### src/design/lift_phase_detector_macros.svh
// ----------------------------------------------------------------------------
// Lift phase detector assertion macros
// Immediate-style wrappers around concurrent assertions.
// ----------------------------------------------------------------------------
`ifndef LIFT_PHASE_DETECTOR_MACROS_SVH
`define LIFT_PHASE_DETECTOR_MACROS_SVH
`ifndef NO_ASSERTIONS
`define LPD_ASSERT_IMPL(label, clk, rst_n, ante, cons) \
    label: assert property (@(posedge clk) disable iff (!rst_n) (ante) |-> (cons)) \
        else $error("assertion failed");
`define LPD_ASSERT_NEXT(label, clk, rst_n, ante, cons) \
    label: assert property (@(posedge clk) disable iff (!rst_n) (ante) |=> (cons)) \
        else $error("assertion failed");
`else
`define LPD_ASSERT_IMPL(label, clk, rst_n, ante, cons)
`define LPD_ASSERT_NEXT(label, clk, rst_n, ante, cons)
`endif
`endif

### src/design/lpd_pkg.sv
// ----------------------------------------------------------------------------
// Lift phase detector package
// Shared types, register indexes and phase codes.
// ----------------------------------------------------------------------------
`default_nettype none
package lpd_pkg;
    localparam int unsigned CFG_IDX_W = 3;
    localparam int unsigned CFG_DATA_W = 32;
    localparam int unsigned DIV_NUM_W = 64;

    typedef enum logic [CFG_IDX_W-1:0] {
        REG_VEL_DEADBAND = 3'd0,
        REG_KNEE_LOCKOUT = 3'd1,
        REG_HOLD_COUNT   = 3'd2,
        REG_COEF_B0      = 3'd3,
        REG_COEF_B1      = 3'd4,
        REG_COEF_B2      = 3'd5,
        REG_COEF_A1      = 3'd6,
        REG_COEF_A2      = 3'd7
    } reg_idx_t;

    typedef enum logic [2:0] {
        PH_IDLE   = 3'd0,
        PH_DESC   = 3'd1,
        PH_BOTTOM = 3'd2,
        PH_ASC    = 3'd3,
        PH_STICK  = 3'd4
    } phase_t;

    typedef enum logic [3:0] {
        ST_IDLE,
        ST_MAC_V,
        ST_MAC_Y,
        ST_VDIV_START,
        ST_VDIV_WAIT,
        ST_ADIV_START,
        ST_ADIV_WAIT,
        ST_PHASE,
        ST_OUT
    } seq_state_t;

    // Control and status between the sequencer and the divider.
    typedef struct packed {
        logic start;
    } div_ctl_t;

    typedef struct packed {
        logic busy;
        logic done;
    } div_sts_t;
endpackage
`default_nettype wire

### src/design/lpd_if.sv
// ----------------------------------------------------------------------------
// Lift phase detector channels
// Valid/ready interfaces for frames, results and register writes.
// ----------------------------------------------------------------------------
`default_nettype none
interface lpd_in_if;
    logic        valid;
    logic        ready;
    logic [31:0] stamp_ms;
    logic signed [15:0] hip_height;
    logic [11:0] knee_deg;
    modport source (output valid, stamp_ms, hip_height, knee_deg, input ready);
    modport sink (input valid, stamp_ms, hip_height, knee_deg, output ready);
endinterface

interface lpd_out_if;
    logic        valid;
    logic        ready;
    logic [2:0]  phase;
    logic signed [23:0] velocity;
    logic signed [31:0] accel;
    logic [31:0] phase_start_ms;
    modport source (output valid, phase, velocity, accel, phase_start_ms, input ready);
    modport sink (input valid, phase, velocity, accel, phase_start_ms, output ready);
endinterface

interface lpd_cfg_if;
    logic        valid;
    logic        ready;
    logic [2:0]  index;
    logic [31:0] data;
    modport source (output valid, index, data, input ready);
    modport sink (input valid, index, data, output ready);
endinterface
`default_nettype wire

### src/design/lpd_mac.sv
// ----------------------------------------------------------------------------
// Lift phase detector serial multiply-accumulate
// Sums three products of a 16-bit coefficient and a 24-bit sample, one
// multiplier bit per cycle.
// ----------------------------------------------------------------------------
`default_nettype none
module lpd_mac
    import lpd_pkg::*;
(
    input  wire logic               clk,
    input  wire logic               rst_n,
    input  wire logic               start,
    input  wire logic signed [15:0] c0,
    input  wire logic signed [15:0] c1,
    input  wire logic signed [15:0] c2,
    input  wire logic signed [23:0] s0,
    input  wire logic signed [23:0] s1,
    input  wire logic signed [23:0] s2,
    output logic                    done,
    output logic signed [47:0]      sum
);
    logic [4:0]         cnt_reg, cnt_next;
    logic               run_reg, run_next;
    logic [15:0]        m0_reg, m1_reg, m2_reg;
    logic signed [47:0] acc_reg, acc_next;
    logic signed [47:0] a0_reg, a1_reg, a2_reg;
    logic signed [47:0] term;

    // Booth-free signed serial multiply: the top coefficient bit has weight -2^15.
    always_comb
    begin
        term = 48'sd0;
        if (m0_reg[0]) term = term + a0_reg;
        if (m1_reg[0]) term = term + a1_reg;
        if (m2_reg[0]) term = term + a2_reg;
        run_next = run_reg;
        cnt_next = cnt_reg;
        acc_next = acc_reg;
        if (start)
        begin
            run_next = 1'b1;
            cnt_next = 5'd0;
            acc_next = 48'sd0;
        end
        else if (run_reg)
        begin
            acc_next = (cnt_reg == 5'd15) ? acc_reg - term : acc_reg + term;
            cnt_next = cnt_reg + 5'd1;
            if (cnt_reg == 5'd15) run_next = 1'b0;
        end
    end

    always_ff @(posedge clk or negedge rst_n)
    begin
        if (!rst_n)
        begin
            run_reg <= 1'b0;
            cnt_reg <= 5'd0;
        end
        else
        begin
            run_reg <= run_next;
            cnt_reg <= cnt_next;
        end
    end

    always_ff @(posedge clk)
    begin
        acc_reg <= acc_next;
        if (start)
        begin
            m0_reg <= c0;
            m1_reg <= c1;
            m2_reg <= c2;
            a0_reg <= 48'(s0);
            a1_reg <= 48'(s1);
            a2_reg <= 48'(s2);
        end
        else if (run_reg)
        begin
            m0_reg <= m0_reg >> 1;
            m1_reg <= m1_reg >> 1;
            m2_reg <= m2_reg >> 1;
            a0_reg <= a0_reg <<< 1;
            a1_reg <= a1_reg <<< 1;
            a2_reg <= a2_reg <<< 1;
        end
    end

    // A new start aborts a pass that is still running, so it never reports done.
    assign done = run_reg && !start && (cnt_reg == 5'd15);
    assign sum  = acc_next;
endmodule
`default_nettype wire

### src/design/lpd_div.sv
// ----------------------------------------------------------------------------
// Lift phase detector serial divider
// Signed restoring division truncating toward zero, one quotient bit per cycle.
// ----------------------------------------------------------------------------
`default_nettype none
module lpd_div
    import lpd_pkg::*;
(
    input  wire logic                          clk,
    input  wire logic                          rst_n,
    input  wire div_ctl_t                      ctl,
    input  wire logic signed [DIV_NUM_W-1:0]   num,
    input  wire logic [31:0]                   den,
    output div_sts_t                           sts,
    output logic signed [DIV_NUM_W-1:0]        quo
);
    localparam int unsigned CW = $clog2(DIV_NUM_W);
    logic [CW-1:0]          cnt_reg, cnt_next;
    logic                   busy_reg, busy_next;
    logic                   done_reg, done_next;
    logic                   neg_reg;
    logic [DIV_NUM_W-1:0]   q_reg, q_next;
    logic [31:0]            r_reg, r_next;
    logic [31:0]            d_reg;
    logic [32:0]            trial;
    logic [32:0]            sub;

    always_comb
    begin
        trial = {r_reg, q_reg[DIV_NUM_W-1]};
        sub = trial - {1'b0, d_reg};
        busy_next = busy_reg;
        done_next = 1'b0;
        cnt_next = cnt_reg;
        q_next = q_reg;
        r_next = r_reg;
        if (ctl.start)
        begin
            busy_next = 1'b1;
            cnt_next = '0;
            q_next = num[DIV_NUM_W-1] ? DIV_NUM_W'(-num) : DIV_NUM_W'(num);
            r_next = '0;
        end
        else if (busy_reg)
        begin
            if (!sub[32])
            begin
                r_next = sub[31:0];
                q_next = {q_reg[DIV_NUM_W-2:0], 1'b1};
            end
            else
            begin
                r_next = trial[31:0];
                q_next = {q_reg[DIV_NUM_W-2:0], 1'b0};
            end
            cnt_next = cnt_reg + CW'(1);
            if (cnt_reg == CW'(DIV_NUM_W - 1))
            begin
                busy_next = 1'b0;
                done_next = 1'b1;
            end
        end
    end

    always_ff @(posedge clk or negedge rst_n)
    begin
        if (!rst_n)
        begin
            busy_reg <= 1'b0;
            done_reg <= 1'b0;
            cnt_reg  <= '0;
        end
        else
        begin
            busy_reg <= busy_next;
            done_reg <= done_next;
            cnt_reg  <= cnt_next;
        end
    end

    always_ff @(posedge clk)
    begin
        q_reg <= q_next;
        r_reg <= r_next;
        if (ctl.start)
        begin
            d_reg   <= den;
            neg_reg <= num[DIV_NUM_W-1];
        end
    end

    assign sts.busy = busy_reg;
    assign sts.done = done_reg;
    assign quo = neg_reg ? -$signed(q_reg) : $signed(q_reg);
endmodule
`default_nettype wire

### src/design/lift_phase_detector.sv
// ----------------------------------------------------------------------------
// Lift phase detector
// Smooths hip height, derives velocity and acceleration, tracks lift phase.
// ----------------------------------------------------------------------------
// Usage: frames enter on in_ch (stamp_ms, hip_height, knee_deg) and each one
// yields exactly one word on out_ch (phase, velocity, accel, phase_start_ms).
// Registers are written on cfg_ch with an index and 32-bit data; write only
// while no frame is in flight.
// One frame at a time is processed. The two biquad sums run on a bit-serial
// multiply-accumulate unit, and the two divisions by the frame interval run
// on a bit-serial divider. With an interval under 2 ms the divisions are
// skipped, and the first frame after reset skips both the filter and the
// divisions. A new frame can be accepted in the cycle after the previous
// result is loaded into the output register.
// The result sits in an output register. A stalled receiver keeps it there
// while the next frame is still accepted and processed; that frame then
// waits in its last step until the held word is taken. Reset clears the
// filter history, the phase (idle) and restores the register defaults.
// ----------------------------------------------------------------------------
`default_nettype none
`include "lift_phase_detector_macros.svh"
module lift_phase_detector
    import lpd_pkg::*;
(
    input wire logic clk,
    input wire logic rst_n,
    lpd_in_if.sink   in_ch,
    lpd_out_if.source out_ch,
    lpd_cfg_if.sink  cfg_ch
);
    logic [22:0]        db_reg;
    logic [11:0]        lock_reg;
    logic [7:0]         hold_reg;
    logic signed [15:0] b0_reg, b1_reg, b2_reg, a1_reg, a2_reg;

    seq_state_t state_reg, state_next;
    logic               have_prev_reg;
    logic signed [15:0] prev_h_reg;
    logic signed [23:0] prev_v_reg;
    logic signed [31:0] prev_a_reg;
    logic [31:0]        prev_st_reg;
    logic signed [23:0] d0_reg, d1_reg;
    phase_t             phase_reg;
    logic [7:0]         hcnt_reg;
    logic [31:0]        entry_reg;

    logic [31:0]        st_reg;
    logic signed [15:0] x_reg;
    logic [11:0]        knee_reg;
    logic signed [23:0] v_reg;
    logic signed [15:0] y_reg;
    logic signed [23:0] vel_reg;
    logic signed [31:0] acc_reg;
    logic [31:0]        dt_reg;

    logic               ov_reg;
    logic [2:0]         o_ph_reg;
    logic signed [23:0] o_v_reg;
    logic signed [31:0] o_a_reg;
    logic [31:0]        o_st_reg;

    logic               in_acc, out_acc, out_load;
    logic               mac_start, mac_done;
    logic signed [15:0] mc0, mc1, mc2;
    logic signed [23:0] ms0, ms1, ms2;
    logic signed [47:0] mac_sum;
    logic signed [47:0] rnd;
    logic signed [33:0] v_wide;
    div_ctl_t           dctl;
    div_sts_t           dsts;
    logic signed [DIV_NUM_W-1:0] dnum, dquo;
    logic signed [31:0] dt_s;

    assign in_acc  = in_ch.valid && in_ch.ready;
    assign out_acc = out_ch.valid && out_ch.ready;
    assign in_ch.ready = (state_reg == ST_IDLE);
    assign cfg_ch.ready = 1'b1;
    // The output register takes a new word once it is empty or being emptied.
    assign out_load = (state_reg == ST_OUT) && (!ov_reg || out_acc);

    always_ff @(posedge clk or negedge rst_n)
    begin
        if (!rst_n)
        begin
            db_reg   <= 23'd205;
            lock_reg <= 12'd2560;
            hold_reg <= 8'd3;
            b0_reg   <= 16'sd1599;
            b1_reg   <= 16'sd3200;
            b2_reg   <= 16'sd1599;
            a1_reg   <= -16'sd15447;
            a2_reg   <= 16'sd5461;
        end
        else if (cfg_ch.valid)
        begin
            unique case (reg_idx_t'(cfg_ch.index))
                REG_VEL_DEADBAND: db_reg <= cfg_ch.data[22:0];
                REG_KNEE_LOCKOUT: lock_reg <= cfg_ch.data[11:0];
                REG_HOLD_COUNT:   hold_reg <= cfg_ch.data[7:0];
                REG_COEF_B0:      b0_reg <= cfg_ch.data[15:0];
                REG_COEF_B1:      b1_reg <= cfg_ch.data[15:0];
                REG_COEF_B2:      b2_reg <= cfg_ch.data[15:0];
                REG_COEF_A1:      a1_reg <= cfg_ch.data[15:0];
                REG_COEF_A2:      a2_reg <= cfg_ch.data[15:0];
                default:          ;
            endcase
        end
    end

    // The feedback pass computes a1*d0 + a2*d1; the forward pass b0*v + b1*d0 + b2*d1.
    always_comb
    begin
        if (state_reg == ST_MAC_V)
        begin
            mc0 = a1_reg; mc1 = a2_reg; mc2 = 16'sd0;
            ms0 = d0_reg; ms1 = d1_reg; ms2 = 24'sd0;
        end
        else
        begin
            mc0 = b0_reg; mc1 = b1_reg; mc2 = b2_reg;
            ms0 = v_reg;  ms1 = d0_reg; ms2 = d1_reg;
        end
    end

    logic mac_kick_reg;
    assign mac_start = mac_kick_reg;

    lpd_mac u_mac (
        .clk(clk), .rst_n(rst_n), .start(mac_start),
        .c0(mc0), .c1(mc1), .c2(mc2), .s0(ms0), .s1(ms1), .s2(ms2),
        .done(mac_done), .sum(mac_sum)
    );

    assign rnd = (mac_sum + 48'sd8192) >>> 14;
    assign v_wide = 34'(x_reg) - 34'(rnd);
    assign dt_s = $signed(st_reg - prev_st_reg);

    assign dctl.start = (state_reg == ST_VDIV_START) || (state_reg == ST_ADIV_START);
    always_comb
    begin
        if (state_reg == ST_VDIV_START)
            dnum = DIV_NUM_W'((34'(y_reg) - 34'(prev_h_reg)) * 34'sd1000);
        else
            dnum = DIV_NUM_W'((44'(vel_reg) - 44'(prev_v_reg)) * 44'sd1000);
    end

    lpd_div u_div (
        .clk(clk), .rst_n(rst_n), .ctl(dctl), .num(dnum), .den(dt_reg),
        .sts(dsts), .quo(dquo)
    );

    always_comb
    begin
        state_next = state_reg;
        unique case (state_reg)
            ST_IDLE:       if (in_acc) state_next = ST_MAC_V;
            ST_MAC_V:
            begin
                if (!have_prev_reg) state_next = ST_PHASE;
                else if (mac_done) state_next = ST_MAC_Y;
            end
            ST_MAC_Y:
            begin
                if (mac_done)
                    state_next = (dt_s >= 32'sd2) ? ST_VDIV_START : ST_PHASE;
            end
            ST_VDIV_START: state_next = ST_VDIV_WAIT;
            ST_VDIV_WAIT:  if (dsts.done) state_next = ST_ADIV_START;
            ST_ADIV_START: state_next = ST_ADIV_WAIT;
            ST_ADIV_WAIT:  if (dsts.done) state_next = ST_PHASE;
            ST_PHASE:      state_next = ST_OUT;
            ST_OUT:        if (out_load) state_next = ST_IDLE;
            default:       state_next = ST_IDLE;
        endcase
    end

    always_ff @(posedge clk or negedge rst_n)
    begin
        if (!rst_n)
            state_reg <= ST_IDLE;
        else
            state_reg <= state_next;
    end

    // Phase decision and advancing of the hold counter.
    logic       adv;
    phase_t     tgt;
    logic [7:0] hinc;
    logic signed [24:0] vel_e, db_e, vabs;
    always_comb
    begin
        vel_e = 25'(vel_reg);
        db_e  = $signed({2'b00, db_reg});
        vabs  = vel_e[24] ? -vel_e : vel_e;
        adv = 1'b0;
        tgt = PH_IDLE;
        unique case (phase_reg)
            PH_DESC:
            begin
                adv = (vel_e >= -db_e) && (acc_reg > 32'sd0);
                tgt = PH_BOTTOM;
            end
            PH_BOTTOM:
            begin
                adv = vel_e > db_e;
                tgt = PH_ASC;
            end
            PH_ASC:
            begin
                if (vel_e < db_e && knee_reg < lock_reg)
                begin
                    adv = 1'b1; tgt = PH_STICK;
                end
                else if (knee_reg >= lock_reg && vabs < db_e)
                begin
                    adv = 1'b1; tgt = PH_IDLE;
                end
            end
            PH_STICK:
            begin
                if (vel_e > db_e)
                begin
                    adv = 1'b1; tgt = PH_ASC;
                end
                else if (knee_reg >= lock_reg)
                begin
                    adv = 1'b1; tgt = PH_IDLE;
                end
            end
            default:
            begin
                adv = (vel_e < -db_e) && (knee_reg < lock_reg);
                tgt = PH_DESC;
            end
        endcase
        hinc = hcnt_reg + 8'd1;
    end

    always_ff @(posedge clk or negedge rst_n)
    begin
        if (!rst_n)
        begin
            have_prev_reg <= 1'b0;
            prev_h_reg    <= '0;
            prev_v_reg    <= '0;
            prev_a_reg    <= '0;
            prev_st_reg   <= '0;
            d0_reg        <= '0;
            d1_reg        <= '0;
            phase_reg     <= PH_IDLE;
            hcnt_reg      <= '0;
            entry_reg     <= '0;
            ov_reg        <= 1'b0;
            mac_kick_reg  <= 1'b0;
        end
        else
        begin
            mac_kick_reg <= (in_acc) || (state_reg == ST_MAC_V && mac_done);
            if (out_load) ov_reg <= 1'b1;
            else if (out_acc) ov_reg <= 1'b0;
            if (state_reg == ST_MAC_Y && mac_done)
            begin
                d1_reg <= d0_reg;
                d0_reg <= v_reg;
            end
            if (state_reg == ST_PHASE)
            begin
                have_prev_reg <= 1'b1;
                prev_h_reg    <= y_reg;
                prev_v_reg    <= vel_reg;
                prev_a_reg    <= acc_reg;
                prev_st_reg   <= st_reg;
                if (adv)
                begin
                    if (hinc >= hold_reg)
                    begin
                        phase_reg <= tgt;
                        entry_reg <= st_reg;
                        hcnt_reg  <= '0;
                    end
                    else
                        hcnt_reg <= hinc;
                end
                else
                    hcnt_reg <= '0;
            end
        end
    end

    always_ff @(posedge clk)
    begin
        if (in_acc)
        begin
            st_reg   <= in_ch.stamp_ms;
            x_reg    <= in_ch.hip_height;
            knee_reg <= in_ch.knee_deg;
        end
        if (state_reg == ST_MAC_V)
        begin
            if (!have_prev_reg)
            begin
                y_reg   <= x_reg;
                vel_reg <= '0;
                acc_reg <= '0;
            end
            else if (mac_done)
            begin
                if (v_wide > 34'sd8388607) v_reg <= 24'sd8388607;
                else if (v_wide < -34'sd8388608) v_reg <= -24'sd8388608;
                else v_reg <= v_wide[23:0];
            end
        end
        if (state_reg == ST_MAC_Y && mac_done)
        begin
            if (rnd > 48'sd32767) y_reg <= 16'sd32767;
            else if (rnd < -48'sd32768) y_reg <= -16'sd32768;
            else y_reg <= rnd[15:0];
            dt_reg  <= dt_s;
            vel_reg <= prev_v_reg;
            acc_reg <= prev_a_reg;
        end
        if (state_reg == ST_VDIV_WAIT && dsts.done)
        begin
            if (dquo > 64'sd8388607) vel_reg <= 24'sd8388607;
            else if (dquo < -64'sd8388608) vel_reg <= -24'sd8388608;
            else vel_reg <= dquo[23:0];
        end
        if (state_reg == ST_ADIV_WAIT && dsts.done)
        begin
            if (dquo > 64'sd2147483647) acc_reg <= 32'sh7fffffff;
            else if (dquo < -64'sd2147483648) acc_reg <= 32'sh80000000;
            else acc_reg <= dquo[31:0];
        end
        if (out_load)
        begin
            o_ph_reg <= phase_reg;
            o_v_reg  <= vel_reg;
            o_a_reg  <= acc_reg;
            o_st_reg <= entry_reg;
        end
    end

    assign out_ch.valid          = ov_reg;
    assign out_ch.phase          = o_ph_reg;
    assign out_ch.velocity       = o_v_reg;
    assign out_ch.accel          = o_a_reg;
    assign out_ch.phase_start_ms = o_st_reg;

    `LPD_ASSERT_IMPL(a_no_accept_busy, clk, rst_n, state_reg != ST_IDLE, !in_ch.ready)
    `LPD_ASSERT_NEXT(a_out_after_phase, clk, rst_n, state_reg == ST_OUT, ov_reg)
    `LPD_ASSERT_IMPL(a_div_idle, clk, rst_n, dctl.start, !dsts.busy)
    `LPD_ASSERT_IMPL(a_phase_legal, clk, rst_n, 1'b1, phase_reg <= PH_STICK)
endmodule
`default_nettype wire

### src/flat_wrapper.sv
// flat-port wrapper written by rule: the top's interface ports become plain ports
module lift_phase_detector_flat import lpd_pkg::*;
  (clk, rst_n, in_ch_valid, in_ch_stamp_ms, in_ch_hip_height, in_ch_knee_deg, in_ch_ready, out_ch_valid, out_ch_phase, out_ch_velocity, out_ch_accel, out_ch_phase_start_ms, out_ch_ready, cfg_ch_valid, cfg_ch_index, cfg_ch_data, cfg_ch_ready);
  lpd_in_if in_ch_i ();
  lpd_out_if out_ch_i ();
  lpd_cfg_if cfg_ch_i ();
  input wire logic clk;
  input wire logic rst_n;
  input wire logic [$bits(in_ch_i.valid)-1:0] in_ch_valid;
  input wire logic [$bits(in_ch_i.stamp_ms)-1:0] in_ch_stamp_ms;
  input wire logic [$bits(in_ch_i.hip_height)-1:0] in_ch_hip_height;
  input wire logic [$bits(in_ch_i.knee_deg)-1:0] in_ch_knee_deg;
  output wire logic [$bits(in_ch_i.ready)-1:0] in_ch_ready;
  output wire logic [$bits(out_ch_i.valid)-1:0] out_ch_valid;
  output wire logic [$bits(out_ch_i.phase)-1:0] out_ch_phase;
  output wire logic [$bits(out_ch_i.velocity)-1:0] out_ch_velocity;
  output wire logic [$bits(out_ch_i.accel)-1:0] out_ch_accel;
  output wire logic [$bits(out_ch_i.phase_start_ms)-1:0] out_ch_phase_start_ms;
  input wire logic [$bits(out_ch_i.ready)-1:0] out_ch_ready;
  input wire logic [$bits(cfg_ch_i.valid)-1:0] cfg_ch_valid;
  input wire logic [$bits(cfg_ch_i.index)-1:0] cfg_ch_index;
  input wire logic [$bits(cfg_ch_i.data)-1:0] cfg_ch_data;
  output wire logic [$bits(cfg_ch_i.ready)-1:0] cfg_ch_ready;
  assign in_ch_i.valid = in_ch_valid;
  assign in_ch_i.stamp_ms = in_ch_stamp_ms;
  assign in_ch_i.hip_height = in_ch_hip_height;
  assign in_ch_i.knee_deg = in_ch_knee_deg;
  assign in_ch_ready = in_ch_i.ready;
  assign out_ch_valid = out_ch_i.valid;
  assign out_ch_phase = out_ch_i.phase;
  assign out_ch_velocity = out_ch_i.velocity;
  assign out_ch_accel = out_ch_i.accel;
  assign out_ch_phase_start_ms = out_ch_i.phase_start_ms;
  assign out_ch_i.ready = out_ch_ready;
  assign cfg_ch_i.valid = cfg_ch_valid;
  assign cfg_ch_i.index = cfg_ch_index;
  assign cfg_ch_i.data = cfg_ch_data;
  assign cfg_ch_ready = cfg_ch_i.ready;
  lift_phase_detector u_core (.clk(clk), .rst_n(rst_n), .in_ch(in_ch_i), .out_ch(out_ch_i), .cfg_ch(cfg_ch_i));
endmodule
### config.mk
export PLATFORM = sky130hd
export DESIGN_NAME = lift_phase_detector_flat
export DESIGN_NICKNAME = d
export VERILOG_FILES = /design/src/design/lpd_pkg.sv /design/src/design/lpd_if.sv /design/src/design/lpd_mac.sv /design/src/design/lpd_div.sv /design/src/design/lift_phase_detector.sv /design/src/flat_wrapper.sv
export VERILOG_INCLUDE_DIRS = /design/src /design/src/design
export SDC_FILE = /design/constraint.sdc
export NUM_CORES = 2
export LEC_CHECK = 0
export ABC_AREA = 1
export ABC_CLOCK_PERIOD_IN_PS = 20400
export BUFFER_PORTS_ARGS = -buffer_cell sky130_fd_sc_hd__buf_4
export CORE_MARGIN = 5
export CORE_UTILIZATION = 25
export CTS_CLUSTER_DIAMETER = 200
export DETAILED_ROUTE_END_ITERATION = 12
export SYNTH_ARGS = -nofsm -noshare
export SYNTH_HDL_FRONTEND = slang
export SYNTH_SLANG_ARGS = --single-unit
export TNS_END_PERCENT = 50
### constraint.sdc
create_clock -name clk -period 20.4 [get_ports clk]
set_clock_uncertainty 0.1 [all_clocks]
set_input_delay 4.08 -clock clk [delete_from_list [all_inputs] [get_ports clk]]
set_output_delay 4.08 -clock clk [all_outputs]
set_load 0.02 [all_outputs]
==> run summary <==
* **Tcrit/Tclk final** 64.26%
* **M1 WL** 111800 um
* **Worst slew margin** 22.77%
* **global-route usage over all layers** 14.66%
* **number of maximum-capacitance constraint violations** 0
* **routed vias/inst** 4.650
* **Resized Gates After CTS** 0
* **register-to-register setup slack** 7.29 ns
* **ys flop type** sky130_fd_sc_hd__edfxtp_1
* **number of antenna violations at the first check in global routing** 10
* **Post-synth EDFFs** 568
* **Die Y-Extent** 552.0 um
* **initial core utilization** 25.04%
* **Met3 Wirelength** 11930 um
* **share of post-route cells with drive strength above 1** 7.717%
* **cell type contributing the most total cell area after synthesis** sky130_fd_sc_hd__edfxtp_1
* **Cells after Synth** 9506
* **Most common cell on crit path** sky130_fd_sc_hd__nand2_1
* **total number of placement rows** 199
* **category of the critical setup timing path** register to register
* **Floorplan Core Area** 293300 sq um
* **Worst-path clk slew** 0.06 ns
* **number of antenna-violating nets in the routed design** 0
* **max reg flops** 64
* **unique cell type count in the Yosys netlist** 78
* **delay contributed by the slowest stage of the critical path** 0.74 ns
* **class of the most critical hold timing path** register to register
* **hold violation count in the final report** 0
* **die boundary width** 552.0 um
* **first-pass detailed-route iteration total** 6
* **cell types with the largest area share after synthesis** sky130_fd_sc_hd__edfxtp_1 (23%), sky130_fd_sc_hd__nand2_1 (13%), sky130_fd_sc_hd__dfrtp_1 (10%)
* **sequential cell area fraction in the yosys report** 37.03%
* **synthesized flop and latch total** 987
* **Yosys top cell area share** 23.22%
* **number of buffers inserted by hold repair at cts** 0
* **result of the run** complete, no violations
* **startpoint type of the worst setup path** register
* **synthesized area divided by synthesized cell count** 7.726 sq um
* **DPL Wire Length** 179000 um
* **initial DRC count** 5317
* **buffer levels on the longest clock path** 4
* **# DRC** 0
* **cell chosen for the clock root** sky130_fd_sc_hd__clkbuf_16
* **library cell with the highest instance count after synthesis** sky130_fd_sc_hd__nand2_1
* **Worst Tran Pin Value** 1.155 ns
* **global placement routability congestion** 0.9620
* **shortest period the worst path allows** 13.11 ns
* **I/O pin cnt** 194
* **fraction of registers with async set or reset after synthesis** 34.35%
* **highest metal used** met5
* **data arrival time of the worst path** 13.52 ns
* **clock tree from TritonCTS** done
* **total negative slack for setup checks** 0 ns
* **count of H-tree levels built during CTS** 3
* **largest fanout on the critical path** 66
* **sort of element at the end of the critical path** register
* **worst-skew pair later-pin latency** 0.88 ns
* **number of failing setup endpoints in the final timing report** 0
* **most common library cells after synthesis** sky130_fd_sc_hd__nand2_1 (2573), sky130_fd_sc_hd__inv_1 (1257), sky130_fd_sc_hd__nor2_1 (747), sky130_fd_sc_hd__a21oi_1 (634), sky130_fd_sc_hd__o21ai_0 (628)
* **final count of pins violating max slew** 0
* **Synth Cell Area** 73450 sq um
* **first-pass GRT wire length** 357400 um
* **Routed met2 length** 102800 um
* **vias** 63450
* **pin count of the biggest net entering global routing** 93
* **fin util** 28.38%
* **total global routing overflow** 0
* **number of nets in the final layout** 10400
* **Worst EP required** 20.81 ns
* **average detailed-routed wire length per instance** 17.05 um
* **fmax** 76.29 MHz
* **worst hold-check slack** 0.3176 ns
* **post-synthesis net count** 10290
* **number of synthesis warnings** 0
* **PortBufs** 183
* **Layout Area Growth over Synthesis** 13.35%
* **area of the die** 304700 sq um
* **setup repair after global routing missed its margin** no
* **crit path max-delay cell type** sky130_fd_sc_hd__o21ai_4
* **Setup Fix Bufs, Post-CTS** 0
* **vias in the first global route** 60080
* **CTS Buf Count** 121
* **total wirelength of the detailed-routed design** 232700 um
* **number of sinks on the clock net** 987
[kinds of logic (layout without fill, tap and decap cells)]
kind of cell | after synthesis | after routing | share of synthesized area [%]
DFF | 987 | 987 | 37.03
buffers and inverters | 1538 | 1751 | 8.042
xor gates and xnor gates | 363 | 363 | 4.339
and+or+nand+nor | 4289 | 4289 | 24.77
muxes | 3 | 3 | 0.04089
AOI/OAI and AO/OA | 1643 | 1643 | 12.51
other | 1 | 6 | 0.005106
adders and majority gates | 682 | 682 | 13.27
[worst max-delay path: cells and delay by family, from the launching register on]
family,cells,cell delay (ns)
AND/OR/NAND/NOR,26,3.55
buffers and inverters,7,1.10
flip-flops,1,0.32
XOR/XNOR,4,1.26
AO/OA/AOI/OAI,17,4.55
adder cells (fa/ha/maj),5,1.80
[placed cells by master, fill, tap and decap left out, types with 19 or more instances in the layout]
| master | instances |
|---|---|
| sky130_fd_sc_hd__nand2_1 | 2570 |
| sky130_fd_sc_hd__inv_1 | 1252 |
| sky130_fd_sc_hd__nor2_1 | 739 |
| sky130_fd_sc_hd__a21oi_1 | 632 |
| sky130_fd_sc_hd__o21ai_0 | 628 |
| sky130_fd_sc_hd__edfxtp_1 | 568 |
| sky130_fd_sc_hd__ha_1 | 520 |
| sky130_fd_sc_hd__nand3_1 | 439 |
| sky130_fd_sc_hd__dfrtp_1 | 295 |
| sky130_fd_sc_hd__xor2_1 | 263 |
| sky130_fd_sc_hd__buf_4 | 235 |
| sky130_fd_sc_hd__fa_1 | 162 |
| sky130_fd_sc_hd__nor3_1 | 122 |
| sky130_fd_sc_hd__clkbuf_16 | 121 |
| sky130_fd_sc_hd__nand4_1 | 104 |
| sky130_fd_sc_hd__xnor2_1 | 99 |
| sky130_fd_sc_hd__nand2_2 | 86 |
| sky130_fd_sc_hd__dfxtp_1 | 80 |
| sky130_fd_sc_hd__nor4_1 | 57 |
| sky130_fd_sc_hd__o211ai_1 | 48 |
| sky130_fd_sc_hd__dfstp_2 | 43 |
| sky130_fd_sc_hd__a31oi_1 | 41 |
| sky130_fd_sc_hd__a22o_1 | 37 |
| sky130_fd_sc_hd__o21ai_1 | 33 |
| sky130_fd_sc_hd__nand3_2 | 32 |
| sky130_fd_sc_hd__a22oi_1 | 31 |
| sky130_fd_sc_hd__nor2_2 | 30 |
| sky130_fd_sc_hd__o21bai_1 | 29 |
| sky130_fd_sc_hd__inv_2 | 28 |
| sky130_fd_sc_hd__o21a_1 | 26 |
| sky130_fd_sc_hd__clkinv_2 | 25 |
| sky130_fd_sc_hd__or2_2 | 21 |
| sky130_fd_sc_hd__a21o_1 | 21 |
| sky130_fd_sc_hd__clkinv_1 | 19 |
[metrics by stage]
stage	worst slack (ns)	instances	instance area [sq um]
detailed placement	7.688	13410	79190
global placement	7.737	13410	79190
floorplan	11.00	9506	73450
global route	6.266	13640	83250
CTS	7.487	13640	83240
finish	7.292	13640	83250
[path summary, 6_finish.rpt]
check	endpoint	from	cells past startpoint
hold / removal	u_core.u_div.d_reg[5]	u_core.dt_reg[5]	0
setup reg to reg	u_core.v_reg[0]	u_core.u_mac.m0_reg[0]	59
min in group asynchronous	u_core.lock_reg[1]	rst_n	1
setup / recovery	u_core.v_reg[0]	u_core.u_mac.m0_reg[0]	59
max in group asynchronous	u_core.d1_reg[21]	rst_n	3
hold reg to reg	u_core.u_div.d_reg[5]	u_core.dt_reg[5]	0
[cell type report]
| type | instances | area (sq um) |
|---|---|---|
| diodes | 5 | 12.51 |
| clock buffers | 150 | 3257 |
| clock inverters | 75 | 790.8 |
| fillers | 32030 | 210100 |
| inverters | 1290 | 4857 |
| multi-input cells | 6981 | 40460 |
| flip-flops and latches | 987 | 27200 |
| well taps | 3919 | 4903 |
| repair buffers | 236 | 1779 |
[layer usage]
layer	vias to the layer above	global-route usage, %
met5	-	0
met4	2	3.750
met3	295	1.760
met2	1582	23.24
met1	30030	21.13
li1	31540	-
Power is left out: the tool's default activity adds up to more than one toggle a clock period on the data nets, which glitch-free logic cannot reach.
